==> config.mk <==
export PLATFORM = sky130hd
export DESIGN_NAME = bmp_palette_image_decoder
export DESIGN_NICKNAME = d
export VERILOG_FILES = /design/src/rtl/core/bpid_pkg.sv /design/src/rtl/core/bmp_palette_image_decoder.sv
export SDC_FILE = /design/constraint.sdc
export NUM_CORES = 1
export LEC_CHECK = 0
export BUFFER_PORTS_ARGS = -buffer_cell sky130_fd_sc_hd__buf_2
export CAP_MARGIN = 10
export CORE_MARGIN = 10
export CORE_UTILIZATION = 45
export CTS_BUF_LIST = sky130_fd_sc_hd__clkbuf_2
export DETAILED_ROUTE_END_ITERATION = 7
export PLACE_DENSITY = 0.64
export SYNTH_ARGS = -nofsm -noshare
export SYNTH_HDL_FRONTEND = slang
export SYNTH_SLANG_ARGS = --single-unit
==> constraint.sdc <==
create_clock -name i_clk -period 6.5 [get_ports i_clk]
set_input_delay 1.95 -clock i_clk [delete_from_list [all_inputs] [get_ports i_clk]]
set_output_delay 1.95 -clock i_clk [all_outputs]
set_load 0.01 [all_outputs]
==> src/rtl/core/bpid_pkg.sv <==
package bpid_pkg;

    // Default limits on the image header fields
    localparam int MAX_DIM_DEF       = 4096;
    localparam int MAX_INFO_SIZE_DEF = 1024;

    // Fixed file format constants
    localparam logic [15:0] BMP_SIG       = 16'h424D;
    localparam int          MIN_INFO_SIZE = 40;

    // Result field widths
    localparam int POS_W   = 12;
    localparam int TDATA_W = 64;

    // Result kinds
    localparam logic [1:0] KIND_PALETTE  = 2'd0;
    localparam logic [1:0] KIND_PIXEL    = 2'd1;
    localparam logic [1:0] KIND_ERROR    = 2'd2;
    localparam logic [1:0] KIND_COMPLETE = 2'd3;

    // Error codes
    localparam logic [1:0] ERR_SIGNATURE  = 2'd0;
    localparam logic [1:0] ERR_COMPRESSED = 2'd1;
    localparam logic [1:0] ERR_DEPTH      = 2'd2;
    localparam logic [1:0] ERR_SIZE       = 2'd3;

    typedef struct packed {
        logic [1:0]       kind;
        logic [POS_W-1:0] pos_x;
        logic [POS_W-1:0] pos_y;
        logic [7:0]       color_index;
        logic [7:0]       red;
        logic [7:0]       green;
        logic [7:0]       blue;
        logic [1:0]       error_code;
    } t_result;

endpackage

==> src/rtl/core/bmp_palette_image_decoder.sv <==
// Streaming decoder for uncompressed 4 bpp and 8 bpp palette BMP files. Feed the file
// one byte per request on the slave side, with tuser high on the first byte of each
// file; the parse restarts there. The block checks the "BM" signature, reads the
// info header (size, width, height, bit count, compression) and rejects compressed
// files, depths other than 4 and 8, and sizes out of range with one error result.
// It then emits every palette entry (tuser = 0), every pixel of the image rows with
// row 0 at the top (tuser = 1), padding pixels dropped, and an image-complete result
// (tuser = 3) on the last byte. After an error or completion all bytes are dropped
// until the next start byte. Each byte is decoded in the cycle it is accepted and its
// results go to a three-entry result buffer that drains one result per cycle while
// the receiver is ready; tlast marks the final result of a byte. Bytes with zero or
// one result (header, palette and 8 bpp pixel bytes) thus stream at one byte per
// clock; a 4 bpp byte with two pixels or the last byte of an image (up to three
// results) holds the single output port until its results leave. The next byte is
// taken in the same cycle the final result of the previous byte leaves.
module bmp_palette_image_decoder #(
    parameter int MAX_DIM       = bpid_pkg::MAX_DIM_DEF,
    parameter int MAX_INFO_SIZE = bpid_pkg::MAX_INFO_SIZE_DEF
) (
    input  logic                         i_clk,
    input  logic                         i_rst_n,
    // slave side: file bytes
    input  logic                         i_s_axis_tvalid,
    output logic                         o_s_axis_tready,
    input  logic [7:0]                   i_s_axis_tdata,   // [7:0] file_byte
    input  logic                         i_s_axis_tuser,   // [0] start_file
    // master side: decoded results
    output logic                         o_m_axis_tvalid,
    input  logic                         i_m_axis_tready,
    // [11:0] pos_x, [23:12] pos_y, [31:24] color_index, [39:32] red,
    // [47:40] green, [55:48] blue, [57:56] error_code, [63:58] zero
    output logic [bpid_pkg::TDATA_W-1:0] o_m_axis_tdata,
    output logic [1:0]                   o_m_axis_tuser,   // [1:0] kind
    output logic                         o_m_axis_tlast    // last_of_run
);

    import bpid_pkg::*;

    // Width of a stored dimension, of the column and row byte counters (which may run
    // up to seven past the width inside the row padding), and of the header counter.
    localparam int DIM_W  = $clog2(MAX_DIM + 1);
    localparam int COL_W  = DIM_W + 1;
    localparam int INFO_W = $clog2(MAX_INFO_SIZE + 1);
    localparam int HC_W   = $clog2(MAX_INFO_SIZE + 15);

    typedef enum logic [3:0] {
        PH_HDR  = 4'b0001,
        PH_PAL  = 4'b0010,
        PH_PIX  = 4'b0100,
        PH_IDLE = 4'b1000
    } t_phase;

    // Parser state
    t_phase             r_phase, n_phase;
    logic [HC_W-1:0]    r_hc, n_hc;
    logic [31:0]        r_fs, n_fs;
    logic [INFO_W-1:0]  r_info, n_info;
    logic [DIM_W-1:0]   r_width, n_width;
    logic [DIM_W-1:0]   r_height, n_height;
    logic               r_size_bad, n_size_bad;
    logic               r_bpp_ok, n_bpp_ok;
    logic               r_bpp4, n_bpp4;
    logic [7:0]         r_pal_cnt, n_pal_cnt;
    logic [23:0]        r_quad, n_quad;
    logic [COL_W-1:0]   r_rbc, n_rbc;
    logic [COL_W-1:0]   r_col, n_col;
    logic [DIM_W-1:0]   r_row, n_row;

    // Result buffer: entry 0 is the one on the output
    t_result            r_res [3];
    t_result            n_res [3];
    logic [1:0]         r_cnt, n_cnt;

    // Working values
    t_phase             cur_phase;
    logic [HC_W-1:0]    cur_hc;
    logic [31:0]        cur_fs;
    logic               in_acc;
    logic               out_pop;
    logic [COL_W-1:0]   wz;
    logic [COL_W-1:0]   stride;
    logic [COL_W-1:0]   w_plus3;
    logic [COL_W-1:0]   w_plus7;
    logic [COL_W-1:0]   col2;
    logic [COL_W-1:0]   rbc_inc;
    logic [DIM_W-1:0]   pix_y;
    logic [DIM_W-1:0]   row_inc;
    logic               dim_bad;
    logic [7:0]         pal_last;
    t_result            res_tmp;

    assign in_acc  = i_s_axis_tvalid && o_s_axis_tready;
    assign out_pop = o_m_axis_tvalid && i_m_axis_tready;

    // Take a byte when the buffer is empty or its final result leaves now
    assign o_s_axis_tready = (r_cnt == 2'd0) || (r_cnt == 2'd1 && i_m_axis_tready);

    // Start byte restarts the parse from the reset state
    assign cur_phase = i_s_axis_tuser ? PH_HDR : r_phase;
    assign cur_hc    = i_s_axis_tuser ? '0 : r_hc;
    assign cur_fs    = i_s_axis_tuser ? '0 : r_fs;

    // Row stride in bytes, padded to 32 bits
    assign wz      = COL_W'(r_width);
    assign w_plus3 = wz + COL_W'(3);
    assign w_plus7 = wz + COL_W'(7);
    assign stride  = r_bpp4 ? {1'b0, w_plus7[COL_W-1:3], 2'b00}
                            : {w_plus3[COL_W-1:2], 2'b00};

    assign col2     = r_col + COL_W'(1);
    assign rbc_inc  = r_rbc + COL_W'(1);
    assign row_inc  = r_row + DIM_W'(1);
    assign pix_y    = r_height - DIM_W'(1) - r_row;
    assign pal_last = r_bpp4 ? 8'd15 : 8'd255;

    always_comb begin
        n_phase    = cur_phase;
        n_hc       = cur_hc;
        n_fs       = cur_fs;
        n_info     = r_info;
        n_width    = r_width;
        n_height   = r_height;
        n_size_bad = r_size_bad;
        n_bpp_ok   = r_bpp_ok;
        n_bpp4     = r_bpp4;
        n_pal_cnt  = r_pal_cnt;
        n_quad     = r_quad;
        n_rbc      = r_rbc;
        n_col      = r_col;
        n_row      = r_row;
        n_cnt      = 2'd0;
        dim_bad    = 1'b0;
        res_tmp    = '0;
        for (int k = 0; k < 3; k++) begin
            n_res[k] = '0;
        end

        case (cur_phase)
            PH_HDR: begin
                // Shift the byte in, little-endian
                n_fs = {i_s_axis_tdata, cur_fs[31:8]};
                n_hc = cur_hc + HC_W'(1);
                dim_bad = (n_fs == 32'd0) || (n_fs > 32'(MAX_DIM));
                if (cur_hc == HC_W'(1)) begin
                    if ({n_fs[23:16], n_fs[31:24]} != BMP_SIG) begin
                        res_tmp.kind       = KIND_ERROR;
                        res_tmp.error_code = ERR_SIGNATURE;
                        n_res[0]           = res_tmp;
                        n_cnt              = 2'd1;
                        n_phase            = PH_IDLE;
                    end
                end else if (cur_hc == HC_W'(17)) begin
                    n_info     = INFO_W'(n_fs);
                    n_size_bad = (n_fs < 32'(MIN_INFO_SIZE)) ||
                                 (n_fs > 32'(MAX_INFO_SIZE));
                end else if (cur_hc == HC_W'(21)) begin
                    n_width    = DIM_W'(n_fs);
                    n_size_bad = r_size_bad || dim_bad;
                end else if (cur_hc == HC_W'(25)) begin
                    n_height   = DIM_W'(n_fs);
                    n_size_bad = r_size_bad || dim_bad;
                end else if (cur_hc == HC_W'(29)) begin
                    n_bpp_ok = (n_fs[31:16] == 16'd4) || (n_fs[31:16] == 16'd8);
                    n_bpp4   = (n_fs[31:16] == 16'd4);
                end else if (cur_hc == HC_W'(33)) begin
                    // Validate in order: compression, depth, sizes
                    res_tmp.kind = KIND_ERROR;
                    if (n_fs != 32'd0) begin
                        res_tmp.error_code = ERR_COMPRESSED;
                    end else if (!r_bpp_ok) begin
                        res_tmp.error_code = ERR_DEPTH;
                    end else begin
                        res_tmp.error_code = ERR_SIZE;
                    end
                    if (n_fs != 32'd0 || !r_bpp_ok || r_size_bad) begin
                        n_res[0] = res_tmp;
                        n_cnt    = 2'd1;
                        n_phase  = PH_IDLE;
                    end
                end else if (cur_hc > HC_W'(33) &&
                             n_hc == HC_W'(r_info) + HC_W'(14)) begin
                    // Skip to the palette
                    n_phase   = PH_PAL;
                    n_hc      = '0;
                    n_pal_cnt = '0;
                end
            end
            PH_PAL: begin
                // Gather blue, green, red; emit on the reserved byte
                n_hc = {{(HC_W-2){1'b0}}, cur_hc[1:0] + 2'd1};
                if (cur_hc[1:0] != 2'd3) begin
                    n_quad = {r_quad[15:0], i_s_axis_tdata};
                end else begin
                    res_tmp.kind  = KIND_PALETTE;
                    res_tmp.pos_x = POS_W'(r_pal_cnt);
                    res_tmp.red   = r_quad[7:0];
                    res_tmp.green = r_quad[15:8];
                    res_tmp.blue  = r_quad[23:16];
                    n_res[0]      = res_tmp;
                    n_cnt         = 2'd1;
                    n_pal_cnt     = r_pal_cnt + 8'd1;
                    if (r_pal_cnt == pal_last) begin
                        n_phase = PH_PIX;
                        n_rbc   = '0;
                        n_col   = '0;
                        n_row   = '0;
                    end
                end
            end
            PH_PIX: begin
                res_tmp.kind  = KIND_PIXEL;
                res_tmp.pos_y = POS_W'(pix_y);
                if (r_bpp4) begin
                    // High nibble first, drop pixels in the row padding
                    if (r_col < wz) begin
                        res_tmp.pos_x       = POS_W'(r_col);
                        res_tmp.color_index = {4'd0, i_s_axis_tdata[7:4]};
                        n_res[n_cnt]        = res_tmp;
                        n_cnt               = n_cnt + 2'd1;
                    end
                    if (col2 < wz) begin
                        res_tmp.pos_x       = POS_W'(col2);
                        res_tmp.color_index = {4'd0, i_s_axis_tdata[3:0]};
                        n_res[n_cnt]        = res_tmp;
                        n_cnt               = n_cnt + 2'd1;
                    end
                    n_col = r_col + COL_W'(2);
                end else begin
                    if (r_col < wz) begin
                        res_tmp.pos_x       = POS_W'(r_col);
                        res_tmp.color_index = i_s_axis_tdata;
                        n_res[n_cnt]        = res_tmp;
                        n_cnt               = n_cnt + 2'd1;
                    end
                    n_col = col2;
                end
                n_rbc = rbc_inc;
                if (rbc_inc == stride) begin
                    // Advance to the next row
                    n_rbc = '0;
                    n_col = '0;
                    n_row = row_inc;
                    if (row_inc == r_height) begin
                        n_res[n_cnt]      = '0;
                        n_res[n_cnt].kind = KIND_COMPLETE;
                        n_cnt             = n_cnt + 2'd1;
                        n_phase           = PH_IDLE;
                    end
                end
            end
            PH_IDLE: begin
                // Drop bytes until the next start byte
            end
            default: begin
                n_phase = PH_IDLE;
            end
        endcase
    end

    // Parser state advances on each accepted byte
    always_ff @(posedge i_clk) begin
        if (!i_rst_n) begin
            r_phase <= PH_HDR;
            r_hc    <= '0;
            r_fs    <= '0;
        end else if (in_acc) begin
            r_phase <= n_phase;
            r_hc    <= n_hc;
            r_fs    <= n_fs;
        end
    end

    always_ff @(posedge i_clk) begin
        if (in_acc) begin
            r_info     <= n_info;
            r_width    <= n_width;
            r_height   <= n_height;
            r_size_bad <= n_size_bad;
            r_bpp_ok   <= n_bpp_ok;
            r_bpp4     <= n_bpp4;
            r_pal_cnt  <= n_pal_cnt;
            r_quad     <= n_quad;
            r_rbc      <= n_rbc;
            r_col      <= n_col;
            r_row      <= n_row;
        end
    end

    // Result buffer: load on accept, shift down on each output request
    always_ff @(posedge i_clk) begin
        if (!i_rst_n) begin
            r_cnt <= 2'd0;
        end else if (in_acc) begin
            r_cnt <= n_cnt;
        end else if (out_pop) begin
            r_cnt <= r_cnt - 2'd1;
        end
    end

    always_ff @(posedge i_clk) begin
        if (in_acc) begin
            for (int k = 0; k < 3; k++) begin
                r_res[k] <= n_res[k];
            end
        end else if (out_pop) begin
            r_res[0] <= r_res[1];
            r_res[1] <= r_res[2];
        end
    end

    assign o_m_axis_tvalid = (r_cnt != 2'd0);
    assign o_m_axis_tlast  = (r_cnt == 2'd1);
    assign o_m_axis_tuser  = r_res[0].kind;
    assign o_m_axis_tdata  = {6'd0, r_res[0].error_code, r_res[0].blue, r_res[0].green,
                              r_res[0].red, r_res[0].color_index, r_res[0].pos_y,
                              r_res[0].pos_x};

`ifndef ASSERT_OFF
    // Pixel rows stay inside the image height
    a_row_range: assert property (@(posedge i_clk) disable iff (!i_rst_n)
        (r_phase == PH_PIX) |-> (r_row < r_height))
        else $error("row counter beyond image height");

    // Palette counter stays inside a 16-entry palette at 4 bpp
    a_pal_range: assert property (@(posedge i_clk) disable iff (!i_rst_n)
        (r_phase == PH_PAL && r_bpp4) |-> (r_pal_cnt < 8'd16))
        else $error("palette counter beyond 4 bpp palette");

    // Buffer empties after the final result of a byte unless a byte is taken
    a_drain: assert property (@(posedge i_clk) disable iff (!i_rst_n)
        (out_pop && o_m_axis_tlast && !in_acc) |=> !o_m_axis_tvalid)
        else $error("result buffer not empty after final result");
`endif

endmodule

==> flow_metrics.tcl <==
set metrics [dict create \
    status "finished, violations left" \
    violations "antenna rules" \
    cp.required_ps 7070 \
    syn_area_mm2 0.0142 \
    cts-buffers-inserted 67 \
    antenna_found_initial 2 \
    grt_pass1_wl_um 56300 \
    die_h_um 198 \
    routed_wl_um 35700 \
    fin_setup_tns_ps 0 \
    ys.flop_type "edfxtp_1" \
    fp-row-count 65 \
    grt_pass1_vias 10370 \
    drive_gt1_frac 0.151 \
    cp-end-kind "flip-flop" \
    place.port_buffers 75 \
    max_slew_margin 0.290 \
    report.final.setup_viol 0 \
    antenna_left 1 \
    finalWorstPathRequiredPeriod_ps 5220 \
    cts_root_buf "clkbuf_2" \
    clk_latency_ps 870 \
    dp_hpwl_um 25200 \
    fp.dieW_um 198 \
    cts_num_sinks 245 \
    overflow 0 \
    final_cell_mix "204 x edfxtp_1, 135 x nor2_1, 127 x nand2_1, 96 x clkbuf_2, 75 x buf_2" \
    final_common_cell "edfxtp_1" \
    final_nets 1498 \
    gp_congestion 0.906 \
    total_power_uw 3540 \
    highest_layer "met4" \
    synth_seq_cells 245 \
    hold_class "flip-flop to flip-flop" \
    crit_type "flip-flop to flip-flop" \
    core_area_mm2 0.0314 \
    holdBufCountCts 0 \
    arrival_ps 5780 \
    max-cap-violations 0 \
    vias_per_cell 5.60 \
    synth-edff-count 204 \
    dr_wl_met3_um 2050 \
    drtIter0Drc 831 \
    hold_violations 0 \
    p_leak_uw 0.00576 \
    clk_pin_slew_worst_paths_ps 100 \
    rsz0062_at_grt "no" \
    netlist_instances 1400 \
    synth.distinct_cells 88 \
    power_density_mw_per_mm2 235 \
    yosysWarnings 0 \
    ios 82 \
    synthArstFlopShare 0 \
    fin_crit_sh 0.802 \
    route.detailed.drc 0 \
    final_util 0.480 \
    cts_tree "built" \
    synth_area_per_cell_um2 10.2 \
    grtUsageTotal 0.181 \
    synth-seq-area-share 0.489 \
    drt-wirelength-per-cell_um 18.9 \
    wl_met2_um 16600 \
    vias 10562 \
    htree_levels 3 \
    n_fill_cell 2966 \
    start_kind "flip-flop" \
    grt_start_max_net_pins 61 \
    post_cts_buffers 0 \
    fmax_ghz 0.192 \
    area_delta_synth_final_pct 6.03 \
    peakVddDrop_mv 0.0971 \
    clk_path_buf_depth 3 \
    die_area_mm2 0.0391 \
    start_util 0.453 \
    drv_slew 0 \
    worst_pin_slew_ps 1060 \
    drt-met1-wl_um 16300 \
    cts_resized 0 \
    cp_max_fo 16 \
    drt_first_pass_iters 6 \
    finalClockSkew_ps 58.9 \
]
layout make-up:
| cell class | instances | area, µm² | area share |
|---|---|---|---|
| Inverter | 54 | 205 | 0.0136 |
| Clock inverter | 16 | 91.3 | 0.00606 |
| Clock buffer | 96 | 480 | 0.0319 |
| Multi-Input combinational cell | 973 | 6330 | 0.420 |
| Timing Repair Buffer | 91 | 495 | 0.0329 |
| Antenna cell | 8 | 20.0 | 0.00133 |
| Tap cell | 402 | 503 | 0.0334 |
| Sequential cell | 245 | 6950 | 0.461 |
state kept, by name (all words and copies together), names as in the netlist, 2 cells and up:
register / cells
r_cnt: 2
r_col: 14
r_fs: 24
r_hc: 11
r_height: 13
r_info: 11
r_pal_cnt: 8
r_phase: 4
r_quad: 24
r_rbc: 14
r_res: 91
r_row: 13
r_width: 13
final timing paths:
path,startpoint,end,slack [ps],cells past startpoint
worst min-delay path,r_quad[8]$_DFFE_PP_,r_quad[16]$_DFFE_PP_,440,0
worst min register to register,r_quad[8]$_DFFE_PP_,r_quad[16]$_DFFE_PP_,440,0
worst max register to register,r_col[0]$_SDFFCE_PP0P_,r_res[0][54]$_DFFE_PP_,1280,19
worst max-delay path,r_col[0]$_SDFFCE_PP0P_,r_res[0][54]$_DFFE_PP_,1280,19
routing by layer:
| layer | GRT usage | vias up |
|---|---|---|
| li1 | - | 5090 |
| met1 | 0.240 | 5086 |
| met2 | 0.285 | 330 |
| met3 | 0.0389 | 56 |
| met4 | 0.0655 | 0 |
| met5 | 0 | - |
per-stage QoR:
stage / hold slack, ps / instance area, µm² / worst slack, ps / std cells
6_report: 441 / 15100 / 1280 / 1885
5_1_grt: 466 / 15100 / 823 / 1880
3_3_place_gp: 421 / 14500 / 955 / 1764
3_5_place_dp: 432 / 14500 / 929 / 1764
2_1_floorplan: 417 / 14200 / 828 / 1405
4_1_cts: 445 / 15000 / 1290 / 1876
kinds of logic (layout without fill, tap and decap cells):
| kind of cell | count (synthesis) | count (layout) | synth area share |
|---|---|---|---|
| AND/OR/NAND/NOR | 539 | 539 | 0.197 |
| AO/OA/AOI/OAI | 249 | 249 | 0.115 |
| flip-flops | 245 | 245 | 0.489 |
| buffers and inverters | 187 | 257 | 0.0700 |
| XOR/XNOR | 114 | 114 | 0.0732 |
| adder cells (fa/ha/maj) | 53 | 53 | 0.0472 |
| multiplexers | 12 | 12 | 0.00880 |
| other | 1 | 14 | 0.000264 |
worst max-delay path, stage by stage, from the launching register on:
cell and delay, ps:
edfxtp_1 670, ha_1 310, nand3_1 160, nor2_1 290, nand3_1 270, nor2_1 220, xor2_1 270, ha_1 280
o21a_1 160, o21ai_0 140, a31oi_1 60, nor3_1 140, buf_4 200, ha_1 230, and2_1 150, or2_2 280
inv_1 140, ha_1 340, a211o_2 420, o21ai_0 170
synth_stat cells (all sizes together) (4+ instances only):
master	number	area, µm²
nand3	45	225
nand4	19	134
or3	17	106
nor2	137	514
a21o	17	128
a211oi	10	85.1
xnor2	69	604
o31ai	4	30.0
nor4	15	121
nand2b	13	81.3
a22oi	10	75.1
or4	6	52.6
a31oi	11	68.8
mux2	4	45.0
o21ai	58	290
edfxtp	204	6130
a22o	6	52.6
o21a	8	60.1
and2	12	75.1
clkbuf	47	176
o211ai	7	52.6
o2111ai	5	43.8
a21oi	66	330
nor3b	5	37.5
a211o	6	53.8
and4	10	90.1
a41oi	4	35.0
xor2	42	368
nand3b	13	97.6
and3	43	269
nor3	29	178
dfxtp	41	821
nor2b	35	219
inv	52	195
ha	52	651
nand2	127	477
mux2i	8	80.1
buf	86	616
power breakdown:
part,total (µW),internal (µW),switching (µW)
sequential,1930,1870,57.8
clock,1080,431,651
combinational,530,158,372
total,3540,2460,1080
Note: power is estimated with default switching activity, not from simulation.
